<file path="src/hdl/wsd_pkg.sv">
package wsd_pkg;

    localparam int unsigned BYTE_W  = 8;
    localparam int unsigned OPC_W   = 4;
    localparam int unsigned LEN_W   = 63;
    localparam int unsigned KEY_W   = 32;
    localparam int unsigned HCNT_W  = 4;

    // 7-bit length codes
    localparam logic [6:0] LEN7_SHORT_MAX = 7'd125;
    localparam logic [6:0] LEN7_EXT64     = 7'd127;

    // extended length and key byte counts
    localparam logic [HCNT_W-1:0] EXT16_BYTES = 4'd2;
    localparam logic [HCNT_W-1:0] EXT64_BYTES = 4'd8;
    localparam logic [HCNT_W-1:0] KEY_BYTES   = 4'd4;

    typedef enum logic [2:0] {
        PH_HDR0    = 3'd0,
        PH_HDR1    = 3'd1,
        PH_EXTLEN  = 3'd2,
        PH_KEY     = 3'd3,
        PH_PAYLOAD = 3'd4
    } t_phase;

    typedef struct packed {
        logic [BYTE_W-1:0] payload_byte;
        logic              has_payload;
        logic [OPC_W-1:0]  frame_opcode;
        logic              final_fragment;
        logic [LEN_W-1:0]  frame_length;
        logic              last_of_frame;
    } t_result;

endpackage

</file>
<file path="src/hdl/wsd_in_reg.sv">
module wsd_in_reg
    import wsd_pkg::*;
(
    input  logic              i_clk,
    input  logic              i_rst_n,
    input  logic              i_valid,
    input  logic [BYTE_W-1:0] i_rx_byte,
    output logic              o_stall,
    input  logic              i_advance,
    output logic              o_valid,
    output logic [BYTE_W-1:0] o_byte
);

    logic              r_valid;
    logic [BYTE_W-1:0] r_byte;
    logic              w_load;

    // hold the byte until the parser consumes it
    assign o_stall = r_valid & ~i_advance;
    assign w_load  = i_valid & ~o_stall;

    always_ff @(posedge i_clk) begin
        if (!i_rst_n) begin
            r_valid <= 1'b0;
        end else if (w_load) begin
            r_valid <= 1'b1;
        end else if (i_advance) begin
            r_valid <= 1'b0;
        end
    end

    always_ff @(posedge i_clk) begin
        if (w_load) begin
            r_byte <= i_rx_byte;
        end
    end

    assign o_valid = r_valid;
    assign o_byte  = r_byte;

endmodule

</file>
<file path="src/hdl/wsd_parser.sv">
module wsd_parser
    import wsd_pkg::*;
(
    input  logic              i_clk,
    input  logic              i_rst_n,
    input  logic              i_valid,
    input  logic [BYTE_W-1:0] i_byte,
    input  logic              i_out_room,
    output logic              o_advance,
    output logic              o_res_valid,
    output t_result           o_result
);

    t_phase            r_phase, n_phase;
    logic              r_fin, n_fin;
    logic [OPC_W-1:0]  r_opcode, n_opcode;
    logic              r_masked, n_masked;
    logic [HCNT_W-1:0] r_hdr_left, n_hdr_left;
    logic [LEN_W-1:0]  r_decl_len, n_decl_len;
    logic [KEY_W-1:0]  r_key, n_key;
    logic [1:0]        r_key_idx, n_key_idx;
    logic [LEN_W-1:0]  r_remaining, n_remaining;

    logic              w_res_valid;
    logic [BYTE_W-1:0] w_res_byte;
    logic              w_res_has;
    logic              w_res_last;

    always_ff @(posedge i_clk) begin
        if (!i_rst_n) begin
            r_phase     <= PH_HDR0;
            r_fin       <= 1'b0;
            r_opcode    <= '0;
            r_masked    <= 1'b0;
            r_hdr_left  <= '0;
            r_decl_len  <= '0;
            r_key       <= '0;
            r_key_idx   <= '0;
            r_remaining <= '0;
        end else if (o_advance) begin
            r_phase     <= n_phase;
            r_fin       <= n_fin;
            r_opcode    <= n_opcode;
            r_masked    <= n_masked;
            r_hdr_left  <= n_hdr_left;
            r_decl_len  <= n_decl_len;
            r_key       <= n_key;
            r_key_idx   <= n_key_idx;
            r_remaining <= n_remaining;
        end
    end

    always_comb begin
        logic [6:0]        len7;
        logic [HCNT_W-1:0] hdr_dec;
        logic [LEN_W-1:0]  rem_dec;
        logic [BYTE_W-1:0] key_byte;
        logic              len_done;
        logic              key_done;

        len7     = i_byte[6:0];
        hdr_dec  = r_hdr_left - 1'b1;
        rem_dec  = r_remaining - 1'b1;
        key_byte = '0;
        len_done = 1'b0;
        key_done = 1'b0;

        n_phase     = r_phase;
        n_fin       = r_fin;
        n_opcode    = r_opcode;
        n_masked    = r_masked;
        n_hdr_left  = r_hdr_left;
        n_decl_len  = r_decl_len;
        n_key       = r_key;
        n_key_idx   = r_key_idx;
        n_remaining = r_remaining;
        w_res_valid = 1'b0;
        w_res_byte  = '0;
        w_res_has   = 1'b0;
        w_res_last  = 1'b0;

        case (r_phase)
            PH_HDR1: begin
                n_masked = i_byte[7];
                if (len7 <= LEN7_SHORT_MAX) begin
                    n_decl_len = {{(LEN_W-7){1'b0}}, len7};
                    len_done   = 1'b1;
                end else begin
                    n_decl_len = '0;
                    n_hdr_left = (len7 == LEN7_EXT64) ? EXT64_BYTES : EXT16_BYTES;
                    n_phase    = PH_EXTLEN;
                end
            end
            PH_EXTLEN: begin
                // shift in big-endian, top bit of a 64-bit length falls off
                n_decl_len = {r_decl_len[LEN_W-9:0], i_byte};
                n_hdr_left = hdr_dec;
                len_done   = (hdr_dec == '0);
            end
            PH_KEY: begin
                n_key      = {r_key[KEY_W-9:0], i_byte};
                n_hdr_left = hdr_dec;
                key_done   = (hdr_dec == '0);
            end
            PH_PAYLOAD: begin
                if (r_masked) begin
                    case (r_key_idx)
                        2'd0:    key_byte = r_key[31:24];
                        2'd1:    key_byte = r_key[23:16];
                        2'd2:    key_byte = r_key[15:8];
                        default: key_byte = r_key[7:0];
                    endcase
                end
                n_key_idx   = r_key_idx + 1'b1;
                n_remaining = rem_dec;
                w_res_valid = 1'b1;
                w_res_byte  = i_byte ^ key_byte;
                w_res_has   = 1'b1;
                w_res_last  = (rem_dec == '0);
                if (rem_dec == '0) begin
                    n_phase = PH_HDR0;
                end
            end
            default: begin
                n_fin    = i_byte[7];
                n_opcode = i_byte[OPC_W-1:0];
                n_phase  = PH_HDR1;
            end
        endcase

        // length known: fetch key if masked, else payload or empty-frame end
        if (len_done) begin
            if (n_masked) begin
                n_key      = '0;
                n_key_idx  = '0;
                n_hdr_left = KEY_BYTES;
                n_phase    = PH_KEY;
            end else begin
                key_done = 1'b1;
            end
        end

        if (key_done) begin
            if (n_decl_len == '0) begin
                w_res_valid = 1'b1;
                w_res_last  = 1'b1;
                n_phase     = PH_HDR0;
            end else begin
                n_remaining = n_decl_len;
                n_key_idx   = '0;
                n_phase     = PH_PAYLOAD;
            end
        end
    end

    assign o_advance   = i_valid & (~w_res_valid | i_out_room);
    assign o_res_valid = i_valid & w_res_valid;

    assign o_result.payload_byte   = w_res_byte;
    assign o_result.has_payload    = w_res_has;
    assign o_result.frame_opcode   = r_opcode;
    assign o_result.final_fragment = r_fin;
    assign o_result.frame_length   = n_decl_len;
    assign o_result.last_of_frame  = w_res_last;

`ifndef NO_ASSERTIONS
    a_payload_nonzero: assert property (@(posedge i_clk) disable iff (!i_rst_n)
        (r_phase == PH_PAYLOAD) |-> (r_remaining != '0))
        else $error("payload phase with nothing remaining");

    a_hdr_count_live: assert property (@(posedge i_clk) disable iff (!i_rst_n)
        (r_phase == PH_EXTLEN || r_phase == PH_KEY) |-> (r_hdr_left != '0))
        else $error("header phase with zero bytes left");

    a_last_matches_count: assert property (@(posedge i_clk) disable iff (!i_rst_n)
        (o_res_valid && o_result.has_payload && o_result.last_of_frame)
            |-> (r_remaining == {{(LEN_W-1){1'b0}}, 1'b1}))
        else $error("last payload byte flagged early");

    a_advance_leaves_key: assert property (@(posedge i_clk) disable iff (!i_rst_n)
        (o_advance && r_phase == PH_KEY && r_hdr_left == {{(HCNT_W-1){1'b0}}, 1'b1})
            |=> (r_phase != PH_KEY))
        else $error("key phase overran four bytes");
`endif

endmodule

</file>
<file path="src/hdl/wsd_out_reg.sv">
module wsd_out_reg
    import wsd_pkg::*;
(
    input  logic              i_clk,
    input  logic              i_rst_n,
    input  logic              i_load,
    input  t_result           i_result,
    output logic              o_room,
    output logic              o_valid,
    input  logic              i_stall,
    output logic [BYTE_W-1:0] o_payload_byte,
    output logic              o_has_payload,
    output logic [OPC_W-1:0]  o_frame_opcode,
    output logic              o_final_fragment,
    output logic [LEN_W-1:0]  o_frame_length,
    output logic              o_last_of_frame
);

    logic    r_valid;
    t_result r_result;

    // free when empty or when the held result leaves this edge
    assign o_room = ~r_valid | ~i_stall;

    always_ff @(posedge i_clk) begin
        if (!i_rst_n) begin
            r_valid <= 1'b0;
        end else if (i_load) begin
            r_valid <= 1'b1;
        end else if (~i_stall) begin
            r_valid <= 1'b0;
        end
    end

    always_ff @(posedge i_clk) begin
        if (i_load) begin
            r_result <= i_result;
        end
    end

    assign o_valid          = r_valid;
    assign o_payload_byte   = r_result.payload_byte;
    assign o_has_payload    = r_result.has_payload;
    assign o_frame_opcode   = r_result.frame_opcode;
    assign o_final_fragment = r_result.final_fragment;
    assign o_frame_length   = r_result.frame_length;
    assign o_last_of_frame  = r_result.last_of_frame;

`ifndef NO_ASSERTIONS
    a_empty_marker: assert property (@(posedge i_clk) disable iff (!i_rst_n)
        (r_valid && !r_result.has_payload)
            |-> (r_result.payload_byte == '0 && r_result.last_of_frame
                 && r_result.frame_length == '0))
        else $error("malformed empty-frame marker");

    a_no_overwrite: assert property (@(posedge i_clk) disable iff (!i_rst_n)
        (i_load) |-> (!r_valid || !i_stall))
        else $error("result register overwritten while stalled");

    a_empty_is_idle: assert property (@(posedge i_clk) disable iff (!i_rst_n)
        (!i_load && !i_stall) |=> !r_valid)
        else $error("result register kept a delivered transaction");
`endif

endmodule

</file>
<file path="src/hdl/websocket_frame_deframer.sv">
// Path: an accepted byte waits in the input register, is parsed as its result loads
//   into the result register, and the result is offered from there.
// Throughput: one byte per cycle unless a result stalls; header bytes yield none,
//   each payload byte one, an empty frame one marker on its last header byte.
// Reset: synchronous, active low; clears both stage valids and the parse state.
module websocket_frame_deframer
    import wsd_pkg::*;
(
    input  logic              i_clk,
    input  logic              i_rst_n,
    // byte stream in
    input  logic              i_valid,
    output logic              o_stall,
    input  logic [BYTE_W-1:0] i_rx_byte,
    // results out
    output logic              o_valid,
    input  logic              i_stall,
    output logic [BYTE_W-1:0] o_payload_byte,
    output logic              o_has_payload,
    output logic [OPC_W-1:0]  o_frame_opcode,
    output logic              o_final_fragment,
    output logic [LEN_W-1:0]  o_frame_length,
    output logic              o_last_of_frame
);

    // Stage 1: input register holds the accepted byte.
    // Stage 2: parser state advances and the result register loads in the same edge.
    // A byte that produces no result (header bytes) never waits for the output side,
    // so headers keep flowing even while a payload result is stalled downstream.

    logic              w_in_valid;
    logic [BYTE_W-1:0] w_in_byte;
    logic              w_advance;
    logic              w_out_room;
    logic              w_res_valid;
    t_result           w_result;

    wsd_in_reg u_in_reg (
        .i_clk     (i_clk),
        .i_rst_n   (i_rst_n),
        .i_valid   (i_valid),
        .i_rx_byte (i_rx_byte),
        .o_stall   (o_stall),
        .i_advance (w_advance),
        .o_valid   (w_in_valid),
        .o_byte    (w_in_byte)
    );

    // Decode header fields, count extended length and key bytes, unmask payload.
    wsd_parser u_parser (
        .i_clk       (i_clk),
        .i_rst_n     (i_rst_n),
        .i_valid     (w_in_valid),
        .i_byte      (w_in_byte),
        .i_out_room  (w_out_room),
        .o_advance   (w_advance),
        .o_res_valid (w_res_valid),
        .o_result    (w_result)
    );

    // Hold each result until the downstream side takes the transaction.
    wsd_out_reg u_out_reg (
        .i_clk            (i_clk),
        .i_rst_n          (i_rst_n),
        .i_load           (w_res_valid & w_advance),
        .i_result         (w_result),
        .o_room           (w_out_room),
        .o_valid          (o_valid),
        .i_stall          (i_stall),
        .o_payload_byte   (o_payload_byte),
        .o_has_payload    (o_has_payload),
        .o_frame_opcode   (o_frame_opcode),
        .o_final_fragment (o_final_fragment),
        .o_frame_length   (o_frame_length),
        .o_last_of_frame  (o_last_of_frame)
    );

`ifndef NO_ASSERTIONS
    a_header_never_blocks: assert property (@(posedge i_clk) disable iff (!i_rst_n)
        (w_in_valid && !w_res_valid) |-> w_advance)
        else $error("header byte held back by output side");

    a_result_loads: assert property (@(posedge i_clk) disable iff (!i_rst_n)
        (w_res_valid && w_advance) |=> o_valid)
        else $error("parsed result not presented");

    a_stall_only_when_full: assert property (@(posedge i_clk) disable iff (!i_rst_n)
        o_stall |-> (w_in_valid && w_res_valid && o_valid && i_stall))
        else $error("input stalled without a blocked result");
`endif

endmodule
</file>
<file path="config.mk">
export PLATFORM = sky130hd
export DESIGN_NAME = websocket_frame_deframer
export DESIGN_NICKNAME = d
export VERILOG_FILES = /design/src/hdl/wsd_pkg.sv /design/src/hdl/wsd_in_reg.sv /design/src/hdl/wsd_parser.sv /design/src/hdl/wsd_out_reg.sv /design/src/hdl/websocket_frame_deframer.sv
export SDC_FILE = /design/constraint.sdc
export NUM_CORES = 1
export LEC_CHECK = 0
export BUFFER_PORTS_ARGS = -buffer_cell sky130_fd_sc_hd__buf_2
export CAP_MARGIN = 20
export CELL_PAD_IN_SITES_DETAIL_PLACEMENT = 0
export CELL_PAD_IN_SITES_GLOBAL_PLACEMENT = 2
export CORE_ASPECT_RATIO = 1.5
export CORE_MARGIN = 10
export CORE_UTILIZATION = 35
export CTS_BUF_LIST = sky130_fd_sc_hd__clkbuf_16
export DETAILED_ROUTE_END_ITERATION = 12
export PLACE_DENSITY = 0.72
export SKIP_CTS_REPAIR_TIMING = 1
export SLEW_MARGIN = 5
export SYNTH_ARGS = -nofsm -noshare
export SYNTH_HDL_FRONTEND = slang
export SYNTH_SLANG_ARGS = --single-unit
</file>
<file path="constraint.sdc">
create_clock -name i_clk -period 6.4 [get_ports i_clk]
set_input_delay 0.32 -clock i_clk [delete_from_list [all_inputs] [get_ports i_clk]]
set_output_delay 0.32 -clock i_clk [all_outputs]
set_load 0.02 [all_outputs]
</file>
-- Yosys cells after proc, flatten, opt, wreduce, memory -nomap -nowiden
Cells that the tools add are included.
- bits in registers: 261
- output and inout bits: 80
- add/subtract/negate cells: 3
- magnitude comparators: 1
- equality and inequality tests: 8
- multiplexer cells: 44
- bitwise logic cells: 14
- reductions and logical operators: 8
- operators with widths (cell ; count):
    63-bit 2-to-1 mux ; 3
    63-bit logical NOT ; 2
    63-bit one-hot mux with 2 select lines ; 1
    32-bit 2-to-1 mux ; 3
    63-bit by 1-bit subtractor with 63-bit output (second input constant) ; 1
    8-bit one-hot mux with 3 select lines ; 1
    3-bit 2-to-1 mux ; 6
    4-bit 2-to-1 mux ; 4
    8-bit 2-to-1 mux ; 2
    1-bit 2-to-1 mux ; 15
    2-bit 2-to-1 mux ; 5
    3-bit one-hot mux with 3 select lines ; 1
    4-bit one-hot mux with 2 select lines ; 1
    8-bit bitwise XOR ; 1
    7-bit == test (second input constant) ; 1
    7-bit <= comparator (second input constant) ; 1
    7-bit 2-to-1 mux ; 1
    3-bit by 2-bit == test with 1-bit output (second input constant) ; 2
    1-bit inverter ; 6
    1-bit bitwise AND ; 5
    4-bit logical NOT ; 1
    4-bit OR reduction ; 1
    4-bit by 1-bit subtractor with 4-bit output (second input constant) ; 1
    3-bit by 1-bit == test with 1-bit output (second input constant) ; 1
    11 further kinds ; 12

-- Logic depth before layout (Yosys ltp)
Gate-level depths: netlist of run 1.
- depth after elaboration: 14
- gate-level depth with buffers: 17
- mapped depth without buffers: 12

-- Modules after synthesis
From an unflattened synthesis of run 1, not the netlist that was laid out.
- cells, all modules: 1615
- area total of the unflattened synthesis: 14196.1 µm²
- by module, submodules not included (module ; instances ; cells an instance ; area an instance (µm²) ; seq. area each (µm²)):
    wsd_parser ; 1 ; 1520 ; 11524.8 ; 3463.3
    wsd_out_reg ; 1 ; 82 ; 2377.3 ; 2362.3
    wsd_in_reg ; 1 ; 12 ; 287.8 ; 260.2
    websocket_frame_deframer ; 1 ; 1 ; 6.3 ; 0.0

-- Least setup slack after synthesis of run 1
No wires, ideal clock.
- path type: reg-to-reg
- start: reg u_parser.r_phase[0]
- end: reg u_out_reg.r_result (netlist bit u_out_reg.o_final_fragment), enable pin
- arrival: 4717 ps
- setup slack: 1241 ps
- stages on the path, launching flop included: 14
- cell sequence: dfxtp_1 > clkbuf_1 > clkbuf_1 > clkbuf_1 > nor3b_1 > mux2i_1 > nand3_1 > a311oi_1 > and4_1 > a21oi_1 > clkbuf_1 > clkbuf_1 > clkbuf_1 > o21a_1
- longest elaborated chain between the ends: 9
- elaborated cells between the ends (all ways): 19
- classes of those cells: eq/ne (4); mux (9); bitwise (5); reduce/logical (1)
- ends and longest elaborated chain (item ; line ; text):
    start: declaration ; wsd_parser.sv:14 ; t_phase r_phase, n_phase;
    start signal: assignment ; wsd_parser.sv:41 ; r_phase <= n_phase;
    3-bit by 2-bit == test with 1-bit output / 3-bit by 1-bit == test with 1-bit output (equally long branches) ; wsd_parser.sv:82 ; case (r_phase)
    63-bit one-hot mux with 2 select lines / 1-bit 2-to-1 mux (equally long branches) ; wsd_parser.sv:82 ;
    63-bit logical NOT / 1-bit 2-to-1 mux (equally long branches) ; wsd_parser.sv:144, wsd_parser.sv:133 ;
    1-bit 2-to-1 mux, on equally long branches ; wsd_parser.sv:144, wsd_parser.sv:132 ;
    1-bit 2-to-1 mux * ; wsd_parser.sv:143 ; if (key_done) begin
    1-bit inverter ; wsd_parser.sv:156 ; assign o_advance = i_valid & (~w_res_valid | i_out_room);
    1-bit bitwise OR ; wsd_parser.sv:156 ;
    1-bit bitwise AND ; wsd_parser.sv:156 ;
    1-bit bitwise AND * ; websocket_frame_deframer.sv:65 ; .i_load (w_res_valid & w_advance),
    named net u_out_reg.i_load ; wsd_out_reg.sv:6 ; input logic i_load,
    end signal: assignment ; wsd_out_reg.sv:37 ; r_result <= i_result;
    end: declaration ; wsd_out_reg.sv:20 ; t_result r_result;
The timed path passes the listed nets; every way through them passes the cells marked *.
A chain may end at the register's enable or synchronous reset.

-- Worst setup path in the final report of run 1
- start: reg u_parser.r_phase[0]
- end: out o_stall
- longest elaborated chain between the ends: 10
- elaborated cells between the ends (all ways): 19
- classes of those cells: eq/ne (4); mux (9); bitwise (5); reduce/logical (1)
- ends and longest elaborated chain (item ; line ; text):
    3-bit by 2-bit == test with 1-bit output / 3-bit by 1-bit == test with 1-bit output (equally long branches) ; wsd_parser.sv:82 ;
    63-bit one-hot mux with 2 select lines / 1-bit 2-to-1 mux (equally long branches) ; wsd_parser.sv:82 ;
    63-bit logical NOT / 1-bit 2-to-1 mux (equally long branches) ; wsd_parser.sv:144, wsd_parser.sv:133 ;
    1-bit 2-to-1 mux, on equally long branches ; wsd_parser.sv:144, wsd_parser.sv:132 ;
    1-bit 2-to-1 mux * ; wsd_parser.sv:143 ;
    1-bit inverter * ; wsd_parser.sv:156 ;
    1-bit bitwise OR * ; wsd_parser.sv:156 ;
    1-bit bitwise AND * ; wsd_parser.sv:156 ;
    1-bit inverter * ; wsd_in_reg.sv:19 ; assign o_stall = r_valid & ~i_advance;
    1-bit bitwise AND * ; wsd_in_reg.sv:19 ;
    end: declaration ; websocket_frame_deframer.sv:13 ; output logic o_stall,
Every way passes the cells marked *; elsewhere a longest branch is shown, timed or not.

==> results of run 1 <==
## per-stage QoR
| stage | hold WS [ns] | area (µm²) |
|---|---|---|
| final | 0.157 | 16400 |
| after global routing | 0.176 | 16400 |
| after CTS | -0.129 | 16300 |
| after detailed placement | 0.418 | 15400 |
| after global placement | 0.416 | 15400 |
| after floorplan | 0.408 | 14200 |
## worst register-to-register path, cell delays in order, from the launching register on
cell and delay (ns):
dfxtp_4 0.75, buf_4 0.78, nor2b_1 0.13, a221oi_1 0.94, nand4_1 0.17, nor4_1 0.45, nand4_1 0.29, o31a_1 0.31
buf_4 0.26, and2_1 0.37, nor2b_1 0.20, a2111oi_0 0.32
## routing by layer
layer | vias to the layer above | track usage
met5 | - | 0
met4 | 0 | 0.105
li1 | 6330 | -
met2 | 376 | 0.389
met1 | 6599 | 0.259
met3 | 119 | 0.0250
## report_power, final
part / internal [mW] / total (mW) / switching, mW
logic: 0.455 / 1.35 / 0.893
registers: 1.78 / 1.87 / 0.0918
clock network: 0.950 / 1.69 / 0.738
total: 3.19 / 4.91 / 1.72
## registers in the layout, indices dropped and copies added, names as in the netlist, 3 cells and up
signal	flops
u_out_reg.o_payload_byte	8
u_out_reg.o_frame_length	63
u_out_reg.o_frame_opcode	4
u_parser.r_decl_len	63
u_parser.r_opcode	4
u_parser.r_remaining	63
u_parser.r_phase	3
u_parser.r_hdr_left	4
u_in_reg.o_byte	8
u_parser.r_key	32
## path summary, 6_finish.rpt
kind | slack (ns) | to | startpoint | depth (start not counted)
max | 0.87 | o_stall | u_parser.r_phase[0] | 11
min | 0.16 | u_out_reg.o_valid | i_stall | 3
max reg2reg | 1.32 | u_parser.r_remaining[57] | u_parser.r_phase[0] | 11
min reg2reg | 0.43 | u_out_reg.o_frame_opcode[0] | u_parser.r_opcode[0] | 0
## cell families (layout without fill, tap and decap cells)
| logic type | count (synthesis) | after routing |
|---|---|---|
| xor+xnor | 33 | 33 |
| compound gates | 409 | 409 |
| flops | 261 | 261 |
| simple gates | 714 | 714 |
| buf+inv | 231 | 302 |
| fa+ha+maj | 8 | 8 |
| mux | 7 | 7 |
## layout make-up
type	instances	area, µm²
flip-flops and latches	261	6090
repair buffers	169	1110
fillers	4073	23800
clock inverters	25	214
inverters	79	299
well taps	506	633
clock buffers	29	726
multi-input cells	1171	7330
## placed cells by master (no fill, tap or decap), drive strengths merged, types with 14 or more instances in the layout
master	count
dfxtp	175
nor2	173
buf	160
nand2	130
inv	92
edfxtp	86
o21ai	73
a211oi	71
nor3b	60
nor4	59
nand3	44
nor2b	42
a22oi	40
a32o	39
nand4	38
a221oi	36
nor3	35
a21oi	35
o22ai	30
clkbuf	29
or4	25
nor4bb	21
and2	20
or3	20
and3	19
xor2	17
xnor2	16
o31ai	14
==> flow_summary_export.csv, run 1 <==
group,metric,value,unit
layout,drive_gt1_frac,0.131,
logic_synthesis,seq_area_frac_synth,0.427,
floorplanning,die_x,185,µm
logic_synthesis,async_flop_share,0,
routing,drt_iter0_markers,1428,
timing,max_clock_freq,181,MHz
run_status,status,"completed",
timing,relSlewSlack,0.254,
logic_synthesis,synth_compound_area_frac,0.208,
power,p_leak,6.44,nW
logic_synthesis,synth_area,14200,µm²
placed_design,place_ws,1.51,ns
grt,grtUsageTotal,0.220,
logic_synthesis,syn_nets,1683,
setup_path,required,6.08,ns
routing,dr_wl_met3,2.24,mm
setup_path,setup.worst_path.end_class,"output pin",
logic_synthesis,synth_top_cell_by_area,"dfxtp_1",
clock_tree,cts_tree,"yes",
logic_synthesis,yosysTopAreaCellShare,0.246,
timing,tightest_slew,1.11,ns
timing,min_period,5.53,ns
routing,routed_via_density,5.99,
setup_path,critPathMaxFanout,86,
placed_design,io_buffers,91,
placed_design,hpwlAfterDp,39.9,mm
setup_path,cp_num_buf_inv,3,
floorplanning,row_count,90,
logic_synthesis,synth_cell_types,62,
clock_tree,cts.path.max_buffers,3,
logic_synthesis,synth_xor_area_frac,0.0203,
power,power,4.91,mW
timing,rsz0062_at_grt,"false",
layout,post-route-util,0.408,
logic_synthesis,synth-simple-area-share,0.270,
layout,antenna_cells,0,
routing,top_layer,"met4",
timing,worst_slack,0.874,ns
min_path,min_path_type,"input pin to register",
logic_synthesis,synth_cells,1663,
logic_synthesis,synthAdderAreaFrac,0.00703,
clock_tree,clk_pin_slew,0.06,ns
power,vdd_ir_drop_max,0.197,mV
clock_tree,cts_buffers,29,
grt,antenna_found_initial,0,
floorplanning,die_h,267,µm
grt,grt-ovfl-total,0,
logic_synthesis,synth_top_family_by_area,"simple AND/OR/NAND/NOR gates",
routing,drc_errors,0,
timing,setup_tns,0,ns
clock_tree,clockRootBuffer,"clkbuf_16",
logic_synthesis,synth_edf_count,86,
timing,period_share,0.863,
grt,grt_pass1_wl,83.2,mm
timing,finalSetupViolations,0,
timing,drv_slew,0,
layout,fin_nets,1731,
routing,postRouteAntennaNets,0,
setup_path,crit_chain,"buf_4, nor2b_1, a221oi_1, nand4_1, nor4_1, nand4_1, nor4_1, buf_4, o21ai_0, nor2_1, buf_2",
timing,finalHoldViolCount,0,
setup_path,crit_slowest_cell,"a221oi_1",
floorplanning,core,40200,µm²
logic_synthesis,ys_top_cells_by_area,"dfxtp_1 25%, edfxtp_1 18%, nor2_1 4.6%, a211oi_1 3.7%, clkbuf_1 3.7%",
logic_synthesis,ys_ff_latch,261,
clock_tree,clock_latency,0.60,ns
routing,wl_met1,22.6,mm
placed_design,place_congestion,0.915,
layout,syn2layout_area_growth,15.3,%
routing,firstDrtPassIters,6,
timing,fin_skew,0.0307,ns
grt,grt_start_max_net_pins,136,
setup_path,startpoint_type,"register",
floorplanning,start_util,0.354,
logic_synthesis,synth.avg_cell_area,8.56,µm²
power,p_per_area,299,nW/µm²
routing,dr_wl_met2,28.1,mm
logic_synthesis,synth_flop_cell,"dfxtp_1",
logic_synthesis,synth_mux_area_frac,0.00492,
routing,wl_per_cell,24.9,µm
routing,vias,13400,
setup_path,slowest_delay,0.94,ns
setup_path,cp.arrival,5.21,ns
layout,layoutNonFillerInstCount,2240,
setup_path,critPathKind,"register to output pin",
clock_tree,cts-htree-levels,1,
clock_tree,cts_sinks,261,
routing,wirelength,55.8,mm
logic_synthesis,yosysMostFrequentCell,"dfxtp_1",
floorplanning,ioPinCount,92,
floorplanning,die_area,49300,µm²
setup_path,crit_family,"simple AND/OR/NAND/NOR gates",
flow_run,maxCapViolCount,0,
logic_synthesis,synthTopCellsByCount,"175 x dfxtp_1, 173 x nor2_1, 139 x clkbuf_1",
logic_synthesis,yosys_warnings,0,
grt,first_global_vias,12700,
placed_design,placedCellCount,2177,
Power figures use the tool's default switching activity.
==> inputs of run 2 (changes only) <==
- BUFFER_PORTS_ARGS: -buffer_cell sky130_fd_sc_hd__buf_2 -> default
- DONT_BUFFER_PORTS: default -> 1
- PLACE_DENSITY: 0.72 -> 0.69
==> run 2 against run 1 <==
- sequential share of layout area increased by 1.0 points
- first-iteration DRC count decreased by 20%
- non-clock buffer count decreased by 94
- largest cell class unchanged
- worst hold slack got worse by 0.15 ns
- maximum frequency decreased by 0.61%
- routed wire length increased by 2.9%
- global-route usage increased by 0.52 points
- utilization decreased by 1.1 points
- critical endpoint unchanged
- flip-flop and latch count unchanged
- sequential power about the same
- count of clock-buffer cells in the layout unchanged
- clock power increased by 3%
==> flow_summary_export.csv, run 2 (synthesis results as in run 1) <==
group,metric,value,unit
clock_tree,clockRootBuffer,"clkbuf_16",
timing,relSlewSlack,0.0942,
clock_tree,cts_sinks,261,
floorplanning,die_h,267,µm
timing,rsz0062_at_grt,"false",
clock_tree,cts-htree-levels,1,
run_status,status,"completed",
placed_design,place_area,14800,µm²
routing,wirelength,57.4,mm
setup_path,setup.worst_path.end_class,"output pin",
routing,postRouteAntennaNets,0,
power,p_leak,6.05,nW
routing,vias,13100,
timing,fin_skew,0.0213,ns
min_path,hp-start,"i_stall",
placed_design,hpwlAfterDp,41.2,mm
placed_design,place_congestion,0.904,
clock_tree,cts.path.max_buffers,3,
min_path,holdPathStages,2,
layout,post-route-util,0.398,
grt,grtUsageTotal,0.226,
grt,grt-ovfl-total,0,
power,p_per_area,311,nW/µm²
grt,first_global_vias,12300,
floorplanning,start_util,0.354,
routing,wl_per_cell,26.8,µm
layout,fin_nets,1637,
min_path,hold_end,"u_out_reg.o_valid",
floorplanning,ioPinCount,92,
timing,max_clock_freq,180,MHz
placed_design,io_buffers,0,
layout,fillers,4096,
flow_run,maxCapViolCount,0,
setup_path,r2r_start,"u_parser.r_phase[1]",
setup_path,cp.arrival,5.24,ns
setup_path,critPathMaxFanout,45,
grt,grt_start_max_net_pins,91,
timing,finalHoldViolCount,0,
clock_tree,clock_latency,0.60,ns
routing,routed_via_density,6.11,
layout,syn2layout_area_growth,12.2,%
power,vdd_ir_drop_max,0.181,mV
layout,drive_gt1_frac,0.0799,
clock_tree,clk_pin_slew,0.06,ns
min_path,min_path_type,"input pin to register",
layout,antenna_cells,0,
setup_path,r2r_cells,13,
routing,firstDrtPassIters,5,
timing,drv_slew,0,
setup_path,critPathLaunch,"u_parser.r_phase[1]",
floorplanning,row_count,90,
timing,min_period,5.56,ns
timing,tightest_slew,1.36,ns
layout,final_common_cell,"nor2_1",
routing,drc_errors,0,
layout,design_area,16000,µm²
grt,antenna_found_initial,1,
timing,period_share,0.869,
floorplanning,die_area,49300,µm²
timing,setup_tns,0,ns
setup_path,critPathKind,"register to output pin",
floorplanning,die_x,185,µm
setup_path,rr_endpoint,"u_in_reg.o_valid",
setup_path,startpoint_type,"register",
setup_path,required,6.08,ns
timing,finalSetupViolations,0,
floorplanning,core,40200,µm²
routing,drt_iter0_markers,1149,
grt,grt_pass1_wl,84.2,mm
layout,final_cell_mix,"173 x nor2_1, 172 x dfxtp_1, 130 x nand2_1",
clock_tree,cts_buffers,29,
clock_tree,cts_tree,"yes",
setup_path,r2r_setup_slack,0.97,ns
-- run 2: cell type report --
class                   instances  area, µm²  area share
multi-input cells            1171       7300       0.457
flip-flops and latches        261       6090       0.381
clock buffers                  29        726      0.0454
repair buffers                 75        678      0.0424
well taps                     506        633      0.0396
inverters                      79        299      0.0187
clock inverters                25        248      0.0155
-- run 2: worst max path at each step --
stage | endpoint | slack (ns) | depth (start not counted)
after CTS | o_stall | 0.85 | 11
after floorplan | u_out_reg.o_final_fragment | 1.24 | 13
final | o_stall | 0.84 | 11
after detailed placement | u_in_reg.o_byte[2] | 1.20 | 12
after global placement | u_parser.r_remaining[57] | 1.14 | 11
after global routing | o_stall | 0.53 | 11
-- run 2: critical path, cell delays in order (launching register included) --
cell and delay [ns]:
dfxtp_4 0.60, buf_4 0.36, buf_4 0.46, nor3b_1 0.09
a221oi_1 1.06, nand4_1 0.18, nor4_1 0.43, nand4_1 0.31
nor4_1 0.30, buf_4 0.20, o21ai_0 0.10, nor2_1 0.51
-- run 2: per-layer routing --
metal,vias to the layer above,share of wire,global-route usage
met2,395,0.51,0.400
li1,6147,-,-
met3,94,0.046,0.0262
met5,-,0.00023,0
met1,6464,0.41,0.272
met4,2,0.039,0.0841
-- run 2: per-stage QoR --
step	setup WS (ns)	cells	hold WS, ns	total power [mW]
after global placement	1.14	2077	0.416	3.23
final	0.840	2146	0.00321	4.97
after CTS	0.854	2133	-0.214	4.99
after global routing	0.534	2146	0.0342	5.19
after detailed placement	1.20	2079	0.418	3.23
after floorplan	1.24	1663	0.408	2.75
-- run 2: power breakdown --
group | leakage (nW) | switching [mW] | internal, mW | total [mW]
clock | 0.487 | 0.751 | 0.993 | 1.74
sequential | 2.24 | 0.116 | 1.78 | 1.90
combinational | 3.32 | 0.882 | 0.443 | 1.32
total | 6.05 | 1.75 | 3.22 | 4.97
